[src/sacrr_pkg.sv]
package sacrr_pkg;

  localparam int ADDR_W = 32;
  localparam int DATA_W = 32;
  localparam int CNT_W  = 32;

  localparam int SET_COUNT = 128;
  localparam int WAY_COUNT = 8;

  // replacement counter and victim mix
  localparam int RC_W  = 11;
  localparam int SQ_W  = 2 * RC_W;
  localparam int MIX_W = SQ_W + 1;
  localparam logic [RC_W-1:0]  COUNTER_STEP  = RC_W'(7);
  localparam logic [RC_W-1:0]  COUNTER_LIMIT = RC_W'(1543);
  localparam logic [MIX_W-1:0] MIX_OFFSET    = MIX_W'(422);

  // divide by three as multiply by 683 and shift by 11, exact for counter values up to 1543
  localparam int DIV3_SHIFT = 11;
  localparam logic [DIV3_SHIFT-1:0] DIV3_RECIP = DIV3_SHIFT'(683);

  typedef enum logic {
    OP_READ  = 1'b0,
    OP_WRITE = 1'b1
  } op_t;

  typedef struct packed {
    op_t               op;
    logic [ADDR_W-1:0] address;
    logic [DATA_W-1:0] data;
  } item_t;

endpackage

[src/sacrr_front.sv]
module sacrr_front import sacrr_pkg::*; (
  input  logic              clk,
  input  logic              rst_n,
  input  logic              in_valid,
  output logic              in_stall,
  input  logic              in_cmd,
  input  logic [ADDR_W-1:0] in_address,
  input  logic [DATA_W-1:0] in_write_data,
  output logic              q_valid,
  input  logic              q_pop,
  output item_t             q_item
);

  localparam int Q_DEPTH = 2;
  localparam int QC_W    = $clog2(Q_DEPTH + 1);
  localparam int QP_W    = $clog2(Q_DEPTH);

  item_t            q_mem_r [Q_DEPTH];
  logic [QP_W-1:0]  wr_ptr_r;
  logic [QP_W-1:0]  rd_ptr_r;
  logic [QC_W-1:0]  count_r;
  item_t            item_in;
  logic             push;
  logic             pop;

  // classify the incoming transfer
  always_comb begin
    item_in.op      = in_cmd ? OP_WRITE : OP_READ;
    item_in.address = in_address;
    item_in.data    = in_write_data;
  end

  assign in_stall = (count_r == QC_W'(Q_DEPTH));
  assign push     = in_valid && !in_stall;
  assign q_valid  = (count_r != '0);
  assign pop      = q_pop && q_valid;
  assign q_item   = q_mem_r[rd_ptr_r];

  always_ff @(posedge clk) begin
    if (!rst_n) begin
      wr_ptr_r <= '0;
      rd_ptr_r <= '0;
      count_r  <= '0;
    end else begin
      if (push) begin
        wr_ptr_r <= wr_ptr_r + 1'b1;
      end
      if (pop) begin
        rd_ptr_r <= rd_ptr_r + 1'b1;
      end
      if (push && !pop) begin
        count_r <= count_r + 1'b1;
      end else if (pop && !push) begin
        count_r <= count_r - 1'b1;
      end
    end
  end

  always_ff @(posedge clk) begin
    if (push) begin
      q_mem_r[wr_ptr_r] <= item_in;
    end
  end

endmodule

[config.mk]
export PLATFORM = sky130hd
export DESIGN_NAME = sacrr_front
export DESIGN_NICKNAME = d
export VERILOG_FILES = /design/src/sacrr_pkg.sv /design/src/sacrr_front.sv
export SDC_FILE = /design/constraint.sdc
export NUM_CORES = 1
export LEC_CHECK = 0
export ABC_AREA = 1
export BUFFER_PORTS_ARGS = -buffer_cell sky130_fd_sc_hd__buf_2
export CAP_MARGIN = 0
export CORE_MARGIN = 4
export CORE_UTILIZATION = 35
export DETAILED_ROUTE_END_ITERATION = 16
export SYNTH_ARGS = -nofsm -noshare
export SYNTH_HDL_FRONTEND = slang
export SYNTH_SLANG_ARGS = --single-unit
export TNS_END_PERCENT = 50
[constraint.sdc]
create_clock -name clk -period 6.3 [get_ports clk]
set_clock_uncertainty 0.05 [all_clocks]
set_input_delay 0.315 -clock clk [delete_from_list [all_inputs] [get_ports clk]]
set_output_delay 0.315 -clock clk [all_outputs]
set_load 0.05 [all_outputs]
### After elaboration in Yosys (flattened, before gate mapping)

Memories as Yosys holds them, arrays and structs flattened. A register that Yosys moved wholly into a read port is not among the register bits.
Index checks and enable logic that the tools add are counted.

* register bits after elaboration: 4
* bits in latches: 0
* memory bits (writable): 130
* bits in read-only memories: 0
* bits of input ports: 69
* output and inout port bits: 67
* logic and storage cells: 25
* memories: 1

* $add $sub $neg: 4
* multipliers: 0
* divide/modulo/power cells: 0
* order comparisons: 0
* equality and inequality tests: 1
* shifts and indexed selects: 0
* multiplexer cells: 7
* bitwise gates (word level): 0
* reduce and logical (&&, ||, !) cells: 9

Memory list
* q_mem_r: depth 2, bits a word 65, rd ports 1, clocked after Yosys merged registers in 1, write ports 1, RTL line sacrr_front.sv:18 `item_t q_mem_r [Q_DEPTH];`

Operator list (number)
* $mux W1: 5
* $logic_and A1 B1 Y1: 4
* $mux W2: 2
* $reduce_bool A2 Y1: 2
* $logic_not A1 Y1: 3
* $add A1 B1 Y1 const B: 2
* $add A2 B1 Y2 const B: 1
* $eq A2 B2 Y1 const B: 1
* $sub A2 B1 Y2 const B: 1

### Logic depth before layout (Yosys ltp)

* depth after elaboration: 7
* mapped depth: 10
* gate-level depth less buffers: 10

### Worst setup path before layout

OpenSTA, ideal clock, no wires.

* path kind: reg2reg
* from: reg count_r[1]
* to: mem q_mem_r[0][0] in the netlist's numbering (enable)
* library setup time: 488 ps
* arrival: 3207 ps
* required time: 5762 ps
* path slack: 2555 ps
* stages on the path, launching flop included: 4
* path buffers: 0
* clock period less this slack: 3745 ps
* cells stage by stage: dfxtp_1 inv_1 o21ai_2 nor2_1

* word-level cells in the longest chain between the ends: 5

RTL lines
* from (decl): RTL line sacrr_front.sv:21 `logic [QC_W-1:0] count_r;`
* from (signal assigned): RTL line sacrr_front.sv:52 `count_r <= count_r + 1'b1;`
* from (signal assigned): RTL line sacrr_front.sv:54 `count_r <= count_r - 1'b1;`
* $eq A2 B2 Y1: RTL line sacrr_front.sv:33 `assign in_stall = (count_r == QC_W'(Q_DEPTH));`
* $logic_not A1 Y1: RTL line sacrr_front.sv:34 `assign push = in_valid && !in_stall;`
* $logic_and A1 B1 Y1: RTL line sacrr_front.sv:34
* $mux W1: RTL line sacrr_front.sv:60 `if (push) begin`
* $mux W1 (implied by the code): RTL line sacrr_front.sv:61 `q_mem_r[wr_ptr_r] <= item_in;`
* to (decl): RTL line sacrr_front.sv:18

Every way passes these cells.

==> reports/qor.csv <==
stage;metric;value;unit
outcome;status;finished, final reports clean;
clock_network;Clk pin slew, worst setup/hold paths;50;ps
global_routing;total gr overflow;0;
finish;Inserted Diodes;0;
timing;fin crit period;2530;ps
timing;final hold vios;0;
critical_path;peak fanout along the critical path;65;
clock_network;hold buffers post-CTS;0;
floorplanning;die height;129;um
critical_path;CP cell instances;mux2_2 -> buf_2;
clock_network;Root Driver;clkbuf_16;
route;DRC Markers;0;
clock_network;CTS tree;yes;
finish;Final Util;0.453;
timing;setup TNS;0;ps
finish;Nets;458;
global_routing;GRT Util Overall;0.112;
floorplanning;Top Ports;136;
synthesis;Yosys reg bits;135;
synthesis;Yosys cell types;16;
power_and_ir_drop;P per Cell Area;469;nW/um^2
route;ANT nets after route;0;
flow_run;number of max-cap violations;0;
clock_network;# Post-CTS Setup Buffers;0;
global_routing;vias in the first global route;2733;
synthesis;Synth Cell Area;5140;um^2
floorplanning;Die Wd;129;um
floorplanning;Core Region;14500;um^2
place;DPL Wire Length;5860;um
clock_network;later-pin clock latency in the skew report;400;ps
finish;most frequent cells in the layout;135 x buf_2, 130 x edfxtp_1, 50 x mux2_4, 17 x clkbuf_16, 15 x mux2_2;
timing;pins over their slew limit;0;
global_routing;first-pass GRT wire length;13800;um
critical_path;Setup crit end kind;output port;
critical_path;Worst path slowest cell;dfxtp_4;
place;port bufs;135;
synthesis;ranking of synthesized cells by area;edfxtp_1 76%, mux2_4 15%, mux2_2 3.3%;
floorplanning;row count;44;
timing;f_max;395;MHz
timing;Least-Margin Pin Slew;1140;ps
route;drt pass-1 iters;4;
finish;commonest non-fill, non-tap cell in the layout;buf_2;
timing;Rel. slew slack;0.237;
synthesis;mean post-synth cell area;21.5;um^2
finish;Area growth, synth to finish;27.5;%
floorplanning;starting density of the core;0.355;
synthesis;leading area contributor after synthesis;edfxtp_1;
critical_path;WP buf/inv;1;
global_routing;initial antenna violation count;0;
critical_path;Worst path max stage delay;1100;ps
global_routing;GR Util met1;0.128;
global_routing;layer with the highest usage;met2;
synthesis;Syn Inst Count;239;
critical_path;critical setup path kind;register to output port;
finish;Filler cells;1287;
floorplanning;die area;16700;um^2
synthesis;post-synth top area share;0.759;
timing;Final setup viols;0;
power_and_ir_drop;Leak;0.00256;uW
power_and_ir_drop;VDD IR max;229;uV
critical_path;CP top delay family;flip-flops;
synthesis;Ys Warns;0;
place;Placer Congestion;0.661;
route;initial drt markers;135;
finish;layout cell share with drive strength beyond 1;0.574;
route;vias per cell;4.39;
hold_path;Hold Crit Class;input port to register;
clock_network;CTS Buffer Depth;2;
synthesis;Mapped Nets;309;
critical_path;Data required, critical path;5930;ps
clock_network;depth of the CTS H-tree;4;
clock_network;Num CTS Buffers;17;
timing;final period utilization;0.402;
synthesis;post-synthesis sequential area ratio;0.779;
clock_network;clock sinks;135;
global_routing;M3 GR Usage;0.0544;
global_routing;largest net degree at the start of global routing;66;
global_routing;met2 global-route usage;0.180;
clock_network;post-CTS sizing;0;
timing;RSZ-0062 raised after global routing;no;
route;DR WL/cell;15.4;um
critical_path;Critical Path AT;2170;ps
route;final wirelength;9000;um
critical_path;CP Launch Type;register;
route;total number of vias;2566;
## cell usage after synthesis
cell type / n
edfxtp_1: 130
mux2_4: 50
ha_1: 1
inv_1: 8
nand4_1: 1
buf_6: 6
o21ai_2: 1
buf_2: 1
nor2_1: 9
dfxtp_1: 5
o21ai_0: 2
o21a_1: 1
mux2_2: 15
nand3_1: 1
nand2_1: 7
a21oi_1: 1
## per-layer routing
| metal | vias to the layer above | part of all wire |
|---|---|---|
| met1 | 1242 | 0.41 |
| met4 | 0 | 0.011 |
| met2 | 92 | 0.50 |
| met3 | 11 | 0.079 |
| met5 | - | 0 |
| li1 | 1221 | - |
## flip-flops by register name, indices dropped and copies added (netlist names), named ones only
name	count
q_mem_r	130
wr_ptr_r	1
rd_ptr_r	1
count_r	2
## stage by stage
step | power (uW) | instance area, um^2 | setup WS (ps) | instances | hold slack (ps)
floorplan | 2020 | 5140 | 2550 | 239 | 364
global placement | 2200 | 6010 | 3970 | 553 | 432
detailed placement | 2210 | 6010 | 3930 | 553 | 440
CTS | 3120 | 6560 | 3650 | 585 | 21.5
global route | 3220 | 6560 | 3590 | 585 | 13.8
finish | 3070 | 6560 | 3770 | 585 | 46.7
## power breakdown
group	switching (uW)	total, uW	internal, uW
Combinational	638	939	301
Clock	331	905	574
Sequential	90.7	1230	1140
## final timing paths
kind | startpoint | to | slack [ps] | cells past startpoint
worst min-delay path | in_write_data[23] | q_mem_r[1][23] | 50 | 1
worst max register to register | count_r[1] | q_mem_r[1][38] | 4000 | 4
worst max-delay path | register | q_item[44] | 3770 | 2
worst min register to register | rd_ptr_r | register | 450 | 2
## cells by family after synthesis
family,share of synthesized area
and+or+nand+nor,0.0139
AOI/OAI and AO/OA,0.00608
DFF,0.779
adders and majority gates,0.00243
buffers and inverters,0.0200
muxes,0.179
## area by class of cell
cell class,instances,area (um^2),share of cell area
flip-flops and latches,135,4010,0.611
clock inverters,11,108,0.0164
multi-input cells,89,1050,0.160
well taps,184,230,0.0351
inverters,8,30.0,0.00458
clock buffers,21,440,0.0672
repair buffers,137,691,0.105
(Power assumes the default switching activity.)
